`src/design/stp_pkg.sv`:
```
package stp_pkg;

   // number of timer slots; slot, count and result widths are sized for it
   localparam int POOL_SIZE = 16;

   typedef enum logic [2:0] {
      OP_NEW    = 3'd0,
      OP_START  = 3'd1,
      OP_STOP   = 3'd2,
      OP_DELETE = 3'd3,
      OP_TICK   = 3'd4
   } op_type;

   typedef enum logic [1:0] {
      KIND_ALLOC = 2'd0,
      KIND_ACK   = 2'd1,
      KIND_FIRED = 2'd2,
      KIND_DONE  = 2'd3
   } kind_type;

   typedef enum logic [1:0] {
      ST_OK      = 2'd0,
      ST_NO_FREE = 2'd1,
      ST_DUP     = 2'd2,
      ST_NOALLOC = 2'd3
   } status_type;

   typedef enum logic [2:0] {
      S_IDLE,
      S_SCAN,
      S_SHIFT,
      S_TICK_RD,
      S_TICK_EV,
      S_EMIT,
      S_DONE
   } state_type;

   // one command as held in the command queue
   typedef struct packed {
      op_type      op;
      logic [3:0]  slot;
      logic [15:0] actor;
      logic [15:0] msg;
      logic [31:0] delay;
      logic [31:0] elapsed;
   } cmd_type;

   // one result item
   typedef struct packed {
      kind_type    kind;
      status_type  status;
      logic [3:0]  slot;
      logic [15:0] actor;
      logic [15:0] msg;
      logic [4:0]  in_use;
      logic        last;
   } rsp_type;

endpackage

```
`src/design/stp_front.sv`:
```
// Front end: two-entry command queue between request port and executor
module stp_front (
   input  logic             clock,
   input  logic             reset,
   input  logic             push,
   output logic             full,
   input  stp_pkg::cmd_type cmd_in,
   output logic             cmd_valid,
   input  logic             cmd_take,
   output stp_pkg::cmd_type cmd_out
);
   import stp_pkg::*;

   cmd_type    buf_ff [2];
   logic       wp_ff, wp_in, rp_ff, rp_in;
   logic [1:0] cnt_ff, cnt_in;
   logic       do_push, do_pop;

   assign full      = cnt_ff == 2'd2;
   assign cmd_valid = cnt_ff != 2'd0;
   assign cmd_out   = buf_ff[rp_ff];
   assign do_push   = push && !full;
   assign do_pop    = cmd_take && cmd_valid;

   // pointer and count update
   always_comb begin
      wp_in  = wp_ff ^ do_push;
      rp_in  = rp_ff ^ do_pop;
      cnt_in = cnt_ff + {1'b0, do_push} - {1'b0, do_pop};
   end

   always_ff @(posedge clock) begin
      if (reset) begin
         wp_ff  <= 1'b0;
         rp_ff  <= 1'b0;
         cnt_ff <= 2'd0;
      end else begin
         wp_ff  <= wp_in;
         rp_ff  <= rp_in;
         cnt_ff <= cnt_in;
      end
   end

   always_ff @(posedge clock) begin
      if (do_push) begin
         buf_ff[wp_ff] <= cmd_in;
      end
   end

   assert property (@(posedge clock) disable iff (reset) cnt_ff != 2'd3)
      else $error("command queue count out of range");
   assert property (@(posedge clock) disable iff (reset)
      (cmd_valid && !cmd_take && !do_push) |=> $stable(cnt_ff))
      else $error("command queue lost an entry");
   assert property (@(posedge clock) disable iff (reset)
      (cnt_ff == 2'd0) |-> !do_pop)
      else $error("pop from empty command queue");

endmodule

```
`src/design/stp_exec.sv`:
```
// Back end: executes one command at a time, stepping through its lists entry by entry
module stp_exec (
   input  logic             clock,
   input  logic             reset,
   input  logic             cmd_valid,
   output logic             cmd_take,
   input  stp_pkg::cmd_type cmd,
   output logic             rsp_valid,
   input  logic             rsp_ready,
   output stp_pkg::rsp_type rsp
);
   import stp_pkg::*;

   localparam int IW = (POOL_SIZE > 1) ? $clog2(POOL_SIZE) : 1;
   localparam int CW = $clog2(POOL_SIZE + 1);

   state_type state_ff, state_in;

   // small lists in flip-flops; the free queue shifts one entry per cycle, the armed list closes its gap at once
   logic [3:0]  freeq_ff [POOL_SIZE];
   logic [3:0]  armq_ff  [POOL_SIZE];
   logic [CW-1:0] fcnt_ff, acnt_ff;
   logic [POOL_SIZE-1:0] alloc_ff, armed_ff;
   // per-slot payload memories
   logic [31:0] rem_mem   [POOL_SIZE];
   logic [15:0] actor_mem [POOL_SIZE];
   logic [15:0] msg_mem   [POOL_SIZE];

   cmd_type     cur_ff;
   logic [CW-1:0] idx_ff;
   logic [4:0]  nfired_ff;
   logic [3:0]  tslot_ff;
   logic [31:0] rem_rd_ff;
   logic [15:0] act_rd_ff, msg_rd_ff;
   logic        shift_free_ff;  // shift free queue (new) vs armed list
   logic        release_ff;     // after armed shift, release slot (delete)

   rsp_type     out_ff;
   logic        out_v_ff;

   logic        slot_ok;
   logic [IW-1:0] sidx, tidx;
   logic [CW-1:0] in_use_now;
   logic [31:0] rem_new;
   rsp_type     scan_rsp;

   assign slot_ok    = {4'd0, cur_ff.slot} < 8'(POOL_SIZE);
   assign sidx       = IW'(cur_ff.slot);
   assign tidx       = IW'(tslot_ff);
   assign in_use_now = CW'(POOL_SIZE) - fcnt_ff;
   assign rem_new    = (cur_ff.elapsed >= rem_rd_ff) ? 32'd0
                                                     : rem_rd_ff - cur_ff.elapsed;
   assign cmd_take   = (state_ff == S_IDLE) && !out_v_ff;
   assign rsp_valid  = out_v_ff;
   assign rsp        = out_ff;

   // next state, and the single result of a non-tick command
   always_comb begin
      state_in = state_ff;
      scan_rsp = '{kind: KIND_ACK, status: ST_OK, slot: 4'd0, actor: 16'd0,
                   msg: 16'd0, in_use: 5'(in_use_now), last: 1'b1};
      case (cur_ff.op) inside
         OP_NEW: begin
            scan_rsp.kind = KIND_ALLOC;
            if (fcnt_ff == '0) begin
               scan_rsp.status = ST_NO_FREE;
            end else begin
               scan_rsp.slot   = freeq_ff[0];
               scan_rsp.in_use = 5'(in_use_now + 1'b1);
            end
         end
         OP_START: begin
            if (!slot_ok || !alloc_ff[sidx]) begin
               scan_rsp.status = ST_NOALLOC;
            end else if (armed_ff[sidx]) begin
               scan_rsp.status = ST_DUP;
            end
         end
         OP_STOP, OP_DELETE: begin
            if (!slot_ok) begin
               scan_rsp.status = ST_NOALLOC;
            end else if (!alloc_ff[sidx]) begin
               scan_rsp.status = (cur_ff.op == OP_STOP) ? ST_NOALLOC : ST_DUP;
            end else if (cur_ff.op == OP_DELETE) begin
               scan_rsp.in_use = 5'(in_use_now - 1'b1);
            end
         end
         default: ;
      endcase
      unique case (state_ff)
         S_IDLE: begin
            if (cmd_valid && !out_v_ff) state_in = S_SCAN;
         end
         S_SCAN: begin
            state_in = S_DONE;
            case (cur_ff.op) inside
               OP_NEW: begin
                  if (fcnt_ff != '0) state_in = S_SHIFT;
               end
               OP_STOP, OP_DELETE: begin
                  if (slot_ok && alloc_ff[sidx]) state_in = S_SHIFT;
               end
               OP_TICK: state_in = S_TICK_RD;
               default: ;
            endcase
         end
         S_SHIFT: begin
            if (shift_free_ff) begin
               if (!(idx_ff + 1'b1 < CW'(POOL_SIZE))) state_in = S_DONE;
            end else if (idx_ff >= acnt_ff || armq_ff[IW'(idx_ff)] == tslot_ff) begin
               state_in = S_DONE;
            end
         end
         S_TICK_RD: state_in = (idx_ff >= acnt_ff) ? S_DONE : S_TICK_EV;
         S_TICK_EV: begin
            state_in = (rem_new != 32'd0 || nfired_ff >= 5'd16) ? S_TICK_RD : S_EMIT;
         end
         S_EMIT: begin
            if (!out_v_ff || rsp_ready) state_in = S_TICK_RD;
         end
         S_DONE:  state_in = S_IDLE;
         default: state_in = S_IDLE;
      endcase
   end

   // sequencer; response register doubles as output stage
   always_ff @(posedge clock) begin
      if (reset) begin
         state_ff <= S_IDLE;
         out_v_ff <= 1'b0;
         fcnt_ff  <= CW'(POOL_SIZE);
         acnt_ff  <= '0;
         alloc_ff <= '0;
         armed_ff <= '0;
         for (int i = 0; i < POOL_SIZE; i++) begin
            freeq_ff[i] <= 4'(i);
         end
      end else begin
         state_ff <= state_in;
         if (out_v_ff && rsp_ready) begin
            out_v_ff <= 1'b0;
         end
         unique case (state_ff)
            S_IDLE: begin
               if (cmd_valid && !out_v_ff) begin
                  cur_ff    <= cmd;
                  idx_ff    <= '0;
                  nfired_ff <= '0;
               end
            end
            S_SCAN: begin
               // classify and do the single-cycle part of each command
               out_ff <= scan_rsp;
               case (cur_ff.op) inside
                  OP_NEW: begin
                     if (fcnt_ff != '0) begin
                        tslot_ff <= freeq_ff[0];
                        alloc_ff[IW'(freeq_ff[0])] <= 1'b1;
                        rem_mem[IW'(freeq_ff[0])]   <= cur_ff.delay;
                        actor_mem[IW'(freeq_ff[0])] <= cur_ff.actor;
                        msg_mem[IW'(freeq_ff[0])]   <= cur_ff.msg;
                        fcnt_ff  <= fcnt_ff - 1'b1;
                        idx_ff   <= '0;
                        shift_free_ff <= 1'b1;
                     end
                  end
                  OP_START: begin
                     if (slot_ok && alloc_ff[sidx] && !armed_ff[sidx] &&
                         acnt_ff < CW'(POOL_SIZE)) begin
                        armq_ff[IW'(acnt_ff)] <= cur_ff.slot;
                        acnt_ff <= acnt_ff + 1'b1;
                        armed_ff[sidx] <= 1'b1;
                     end
                  end
                  OP_STOP, OP_DELETE: begin
                     if (slot_ok && alloc_ff[sidx]) begin
                        tslot_ff <= cur_ff.slot;
                        idx_ff   <= '0;
                        shift_free_ff <= 1'b0;
                        release_ff <= cur_ff.op == OP_DELETE;
                     end
                  end
                  OP_TICK: begin
                     idx_ff   <= '0;
                  end
                  default: ;
               endcase
            end
            S_SHIFT: begin
               // one list entry per cycle: remove entry, close the gap
               if (shift_free_ff) begin
                  if (idx_ff + 1'b1 < CW'(POOL_SIZE)) begin
                     freeq_ff[IW'(idx_ff)] <= freeq_ff[IW'(idx_ff + 1'b1)];
                     idx_ff <= idx_ff + 1'b1;
                  end
               end else if (idx_ff >= acnt_ff) begin
                  // not armed (or finished): release if deleting
                  if (release_ff) begin
                     freeq_ff[IW'(fcnt_ff)] <= tslot_ff;
                     fcnt_ff  <= fcnt_ff + 1'b1;
                     alloc_ff[tidx] <= 1'b0;
                  end
               end else if (armq_ff[IW'(idx_ff)] == tslot_ff) begin
                  // found: splice out and disarm together
                  for (int i = 0; i < POOL_SIZE - 1; i++) begin
                     if (CW'(i) >= idx_ff) armq_ff[i] <= armq_ff[i + 1];
                  end
                  acnt_ff <= acnt_ff - 1'b1;
                  armed_ff[tidx] <= 1'b0;
                  idx_ff  <= CW'(POOL_SIZE);
                  if (release_ff) begin
                     freeq_ff[IW'(fcnt_ff)] <= tslot_ff;
                     fcnt_ff  <= fcnt_ff + 1'b1;
                     alloc_ff[tidx] <= 1'b0;
                  end
               end else begin
                  idx_ff <= idx_ff + 1'b1;
               end
            end
            S_TICK_RD: begin
               // read one armed slot's payload, or set up the done result once the armed list is walked
               if (idx_ff >= acnt_ff) begin
                  out_ff <= '{kind: KIND_DONE, status: ST_OK, slot: 4'd0,
                              actor: 16'd0, msg: 16'd0, in_use: 5'(in_use_now),
                              last: 1'b1};
               end else begin
                  tslot_ff  <= armq_ff[IW'(idx_ff)];
                  rem_rd_ff <= rem_mem[IW'(armq_ff[IW'(idx_ff)])];
                  act_rd_ff <= actor_mem[IW'(armq_ff[IW'(idx_ff)])];
                  msg_rd_ff <= msg_mem[IW'(armq_ff[IW'(idx_ff)])];
               end
            end
            S_TICK_EV: begin
               rem_mem[tidx] <= rem_new;
               if (rem_new != 32'd0 || nfired_ff >= 5'd16) begin
                  idx_ff   <= idx_ff + 1'b1;
               end else begin
                  for (int i = 0; i < POOL_SIZE - 1; i++) begin
                     if (CW'(i) >= idx_ff) armq_ff[i] <= armq_ff[i + 1];
                  end
                  acnt_ff <= acnt_ff - 1'b1;
                  freeq_ff[IW'(fcnt_ff)] <= tslot_ff;
                  fcnt_ff <= fcnt_ff + 1'b1;
                  alloc_ff[tidx] <= 1'b0;
                  armed_ff[tidx] <= 1'b0;
                  nfired_ff <= nfired_ff + 1'b1;
                  out_ff <= '{kind: KIND_FIRED, status: ST_OK, slot: tslot_ff,
                              actor: act_rd_ff, msg: msg_rd_ff,
                              in_use: 5'(in_use_now - 1'b1), last: 1'b0};
                  out_v_ff <= 1'b1;
               end
            end
            S_EMIT: ;  // wait for fired result to leave before the next step
            S_DONE: begin
               out_v_ff <= 1'b1;
            end
            default: ;
         endcase
      end
   end

   assert property (@(posedge clock) disable iff (reset) acnt_ff <= CW'(POOL_SIZE))
      else $error("armed count overflow");
   assert property (@(posedge clock) disable iff (reset) fcnt_ff <= CW'(POOL_SIZE))
      else $error("free count overflow");
   assert property (@(posedge clock) disable iff (reset)
      $countones(armed_ff) == 32'(acnt_ff))
      else $error("armed flags disagree with armed list");
   assert property (@(posedge clock) disable iff (reset)
      (state_ff == S_TICK_EV) |-> out_v_ff == 1'b0 || $past(state_ff) == S_TICK_RD)
      else $error("tick step out of order");

endmodule

```
`src/design/software_timer_pool_top.sv`:
```
// Channel   | Handshake    | Payload
// request   | push / full  | req_operation, req_slot, req_actor_tag, req_message_tag,
//           |              | req_delay_ms, req_elapsed
// response  | empty / pop  | rsp_kind, rsp_status, rsp_result_slot, rsp_fired_actor,
//           |              | rsp_fired_message, rsp_in_use, rsp_last
//
// New, stop and delete walk or shift a list after the scan step, one entry a cycle; start does not.
// Tick walks the armed list, reading and then updating each armed slot, and holds after
// each fired slot until pop takes its result.
// Synchronous active-high reset empties both queues and restores the free list.
// A two-entry command queue keeps requests flowing while the executor stalls on pop.
module software_timer_pool_top (
   input  logic        clock,
   input  logic        reset,
   input  logic        push,
   output logic        full,
   input  logic [2:0]  req_operation,
   input  logic [3:0]  req_slot,
   input  logic [15:0] req_actor_tag,
   input  logic [15:0] req_message_tag,
   input  logic [31:0] req_delay_ms,
   input  logic [31:0] req_elapsed,
   output logic        empty,
   input  logic        pop,
   output logic [1:0]  rsp_kind,
   output logic [1:0]  rsp_status,
   output logic [3:0]  rsp_result_slot,
   output logic [15:0] rsp_fired_actor,
   output logic [15:0] rsp_fired_message,
   output logic [4:0]  rsp_in_use,
   output logic        rsp_last
);
   import stp_pkg::*;

   cmd_type cmd_in, cmd;
   rsp_type rsp;
   logic    cmd_valid, cmd_take, rsp_valid;

   assign cmd_in = '{op: op_type'(req_operation), slot: req_slot, actor: req_actor_tag,
                     msg: req_message_tag, delay: req_delay_ms, elapsed: req_elapsed};

   stp_front u_front (
      .clock, .reset, .push, .full, .cmd_in,
      .cmd_valid, .cmd_take, .cmd_out(cmd)
   );

   stp_exec u_exec (
      .clock, .reset, .cmd_valid, .cmd_take, .cmd,
      .rsp_valid, .rsp_ready(pop), .rsp
   );

   assign empty             = !rsp_valid;
   assign rsp_kind          = rsp.kind;
   assign rsp_status        = rsp.status;
   assign rsp_result_slot   = rsp.slot;
   assign rsp_fired_actor   = rsp.actor;
   assign rsp_fired_message = rsp.msg;
   assign rsp_in_use        = rsp.in_use;
   assign rsp_last          = rsp.last;

endmodule
```
`config.mk`:
```
export PLATFORM = sky130hd
export DESIGN_NAME = software_timer_pool_top
export DESIGN_NICKNAME = d
export VERILOG_FILES = /design/src/design/stp_pkg.sv /design/src/design/stp_front.sv /design/src/design/stp_exec.sv /design/src/design/software_timer_pool_top.sv
export SDC_FILE = /design/constraint.sdc
export NUM_CORES = 2
export LEC_CHECK = 0
export BUFFER_PORTS_ARGS = -buffer_cell sky130_fd_sc_hd__buf_2
export CAP_MARGIN = 5
export CELL_PAD_IN_SITES_DETAIL_PLACEMENT = 1
export CELL_PAD_IN_SITES_GLOBAL_PLACEMENT = 1
export CORE_MARGIN = 5
export CORE_UTILIZATION = 59
export CTS_CLUSTER_SIZE = 14
export DETAILED_ROUTE_END_ITERATION = 8
export HOLD_SLACK_MARGIN = 0.1
export PLACE_DENSITY_LB_ADDON = 0.25
export SYNTH_ARGS = -nofsm -noshare
export SYNTH_HDL_FRONTEND = slang
export SYNTH_SLANG_ARGS = --single-unit
```
`constraint.sdc`:
```
create_clock -name clock -period 11.2 [get_ports clock]
set_input_delay 1.12 -clock clock [delete_from_list [all_inputs] [get_ports clock]]
set_output_delay 1.12 -clock clock [all_outputs]
set_load 0.05 [all_outputs]
```
==> out/qor.yml <==
run_status:
  status: "completed"
detailed_routing:
  wire_per_inst_um: 32.7
  drt_iter0_drc: 4740
  first_pass_iters: 7
  vias: 38200
  drc: 0
  vias_per_cell: 6.81
  drt_wl_total_um: 184000
  ant_nets: 0
setup_path:
  worst-path-max-fanout: 62
  cpMostUsedCell: "o21ai_0"
  reg2reg_slack_ns: 5.23
  crit_type: "flip-flop to flip-flop"
  required_ns: 11.59
  cp_slowest_cell: "a2111oi_0"
  worstSetupPathDepth: 15
  critPathBufInv: 2
  r2r_cells: 15
  slowest_delay_ns: 0.65
  cp_cell_sequence: "inv_1 -> ha_1 -> fa_1 -> nand2b_1 -> a211oi_1 -> o21ai_0 -> a2111oi_0 -> o21ai_1 -> and3_1 -> and4b_1 -> nand4_1 -> nand3_2 -> buf_4 -> nand2_1 -> o21ai_0"
  arrival_ns: 6.36
  worst_setup_path_end_kind: "flip-flop"
  crit_family: "compound AO/OA/AOI/OAI gates"
  crit_path_start_kind: "flip-flop"
clock_network:
  clock-root-buffer: "clkbuf_16"
  ctsResizeCount: 0
  cts_hold_buf: 0
  clock_sinks: 1641
  clock_latency_ns: 0.79
  clkTransAtPathRegs_ns: 0.07
  cts_setup_buffers: 0
  cts_max_level: 4
  cts_tree: "done"
  numCtsBuffers: 164
  clock_path_buffers: 3
floorplanning:
  io_pins: 155
  start_util_pct: 59.2
  core_um2: 114000
  die_area_um2: 121000
  die_h_um: 348
  core.rowCount: 124
  chipWidth_um: 348
final_layout:
  regArea_um2: 48700
  final_net_count: 4136
  drive_gt1_share_pct: 26.3
  stdcell_count: 5615
  multi_input_area_um2: 18000
  nFillCells: 9514
  area_growth_pct: 12.2
  final_util_pct: 66.4
synth:
  synth_area_leader_cell: "edfxtp_1"
  ys_warn_count: 0
  syn_nets: 3928
  synth-edff-count: 1587
  synthTopCellsByArea: "edfxtp_1 71%, mux4_2 10%, mux2_2 3.5%"
  synth_async_sr_flop_share_pct: 0
  yosysUniqueCellTypes: 84
  ys.flop_type: "edfxtp_1"
  synth.ff_latch_count: 1641
  synth_top_area_share_pct: 70.6
  syn_area_um2: 67500
  synthCells: 3764
  ys_seq_area_share_pct: 72.2
  avgSynthCellArea_um2: 17.9
placement:
  hpwl_um: 104000
  gp_congestion: 0.898
  io_buffers: 154
  numPlacedInstances: 5318
timing:
  fin_worst_skew_ns: 0.0363
  finalHoldViolations: 0
  min_period_over_period_pct: 53.3
  finalSetupTns_ns: 0
  period_minus_slack_ns: 5.97
  worst_pin_slew_ns: 1.35
  slew_headroom_pct: 9.27
  slew_viol_final: 0
  max_freq_ghz: 0.168
  setup_viol: 0
  rsz0062_at_grt: "no"
global_routing:
  grt_util_all_layers_pct: 30.4
  overflow: 0
  grt_max_degree: 130
  grt_pass1_vias: 40200
  grt_pass1_wl_um: 272000
  antenna_found_initial: 6
pwr:
  vdd_drop_max_mv: 0.331
  power_mw: 20.9
  powerDensity_nw_per_um2: 276
  p_leak_nw: 24.9
hold_path:
  min_path_cells: 1
  min_path_type: "flip-flop to flip-flop"
run:
  max-cap-violations: 0
==> state kept, by name, summed over array words and instances, names as in the netlist, 16 cells and up, named ones only <==
register,flops
u_exec.act_rd_ff,16
u_exec.actor_mem,256
u_exec.alloc_ff,16
u_exec.armed_ff,16
u_exec.armq_ff,64
u_exec.cur_ff,99
u_exec.freeq_ff,64
u_exec.msg_mem,256
u_exec.msg_rd_ff,16
u_exec.rem_mem,512
u_exec.rem_rd_ff,32
u_exec.rsp,46
u_front.buf_ff,206
==> final timing paths <==
| kind | startpoint | end |
|---|---|---|
| hold / removal | u_exec.alloc_ff[13] | u_exec.alloc_ff[13] |
| setup / recovery | u_exec.rem_rd_ff[0] | u_exec.freeq_ff[10][3] |
| setup reg to reg | u_exec.rem_rd_ff[0] | u_exec.freeq_ff[10][3] |
| hold reg to reg | u_exec.alloc_ff[13] | u_exec.alloc_ff[13] |
==> layout make-up <==
cell class / instances / share of cell area [%]
flip-flops and latches: 1641 / 64.4
multi-input cells: 1834 / 23.7
clock buffers: 211 / 5.82
well taps: 1512 / 2.50
repair buffers: 254 / 2.06
clock inverters: 84 / 1.09
inverters: 77 / 0.382
diodes: 2 / 0.00661
==> cells in the final DEF, fill, tap and decap left out, types with 43 or more instances in the layout <==
cell / instances
and3_1: 43
mux2_2: 212
dfxtp_1: 52
ha_1: 52
nand2_1: 228
mux4_2: 298
inv_1: 75
buf_4: 97
mux2i_1: 87
edfxtp_1: 1587
o21ai_0: 124
nor2_1: 117
buf_2: 154
clkbuf_16: 167
a21oi_1: 66
==> where the power goes <==
part | internal, mW | switching, mW
logic | 3.09 | 4.36
registers | 7.62 | 0.365
clock network | 3.10 | 2.35
==> synthesized netlist by cell type (8+ instances only) <==
cell and number:
nand2_1 229, clkbuf_1 156, a21boi_0 9, o211ai_1 19
nand4_1 22, and4_1 10, xnor2_1 34, o21ai_1 8
buf_2 8, ha_1 54, a22oi_1 21, o22ai_1 9
o31ai_1 36, dfxtp_1 54, nand3_1 37, nor2_1 152
a21o_1 24, buf_1 46, edfxtp_1 1587, xor2_1 14
nor3_1 40, nor4_1 12, nand3b_1 8, nor2b_1 13
and2_1 14, o21ai_0 126, o2bb2ai_1 9, mux2i_1 89
mux2_2 212, a32o_1 16, a32oi_1 16, inv_1 75
a31oi_1 36, or2_2 8, a31o_2 17, a21oi_1 66
and3_1 43, mux4_2 300, nand2b_1 19
==> cell families (layout without fill, tap and decap cells) <==
| group | Yosys count | count (layout) | share of synthesized area, % |
|---|---|---|---|
| AO/OA/AOI/OAI | 485 | 485 | 4.91 |
| XOR/XNOR | 48 | 48 | 0.623 |
| adder cells (fa/ha/maj) | 57 | 57 | 1.09 |
| buffers and inverters | 289 | 626 | 1.64 |
| flip-flops | 1641 | 1641 | 72.2 |
| multiplexers | 606 | 606 | 15.0 |
| other | 0 | 2 | 0 |
| AND/OR/NAND/NOR | 638 | 638 | 4.52 |
==> layer usage <==
| metal | track usage [%] | vias up | wire length, um |
|---|---|---|---|
| met5 | 0 | - | 7 |
| met2 | 50.1 | 2332 | 91000 |
| met4 | 10.0 | 2 | 6250 |
| met3 | 5.62 | 421 | 16700 |
| met1 | 41.7 | 19900 | 69600 |
| li1 | - | 15600 | - |
==> metrics by stage <==
stage                     cell area [um^2]  worst slack [ns]  hold WS [ns]
after floorplan                      67500              3.79         0.421
after global placement               70500              5.49         0.462
after detailed placement             70500              5.37         0.475
after CTS                            75700              5.26         0.481
after global routing                 75700              4.99         0.495
final                                75700              5.23         0.500
Power figures use the tool's default switching activity.
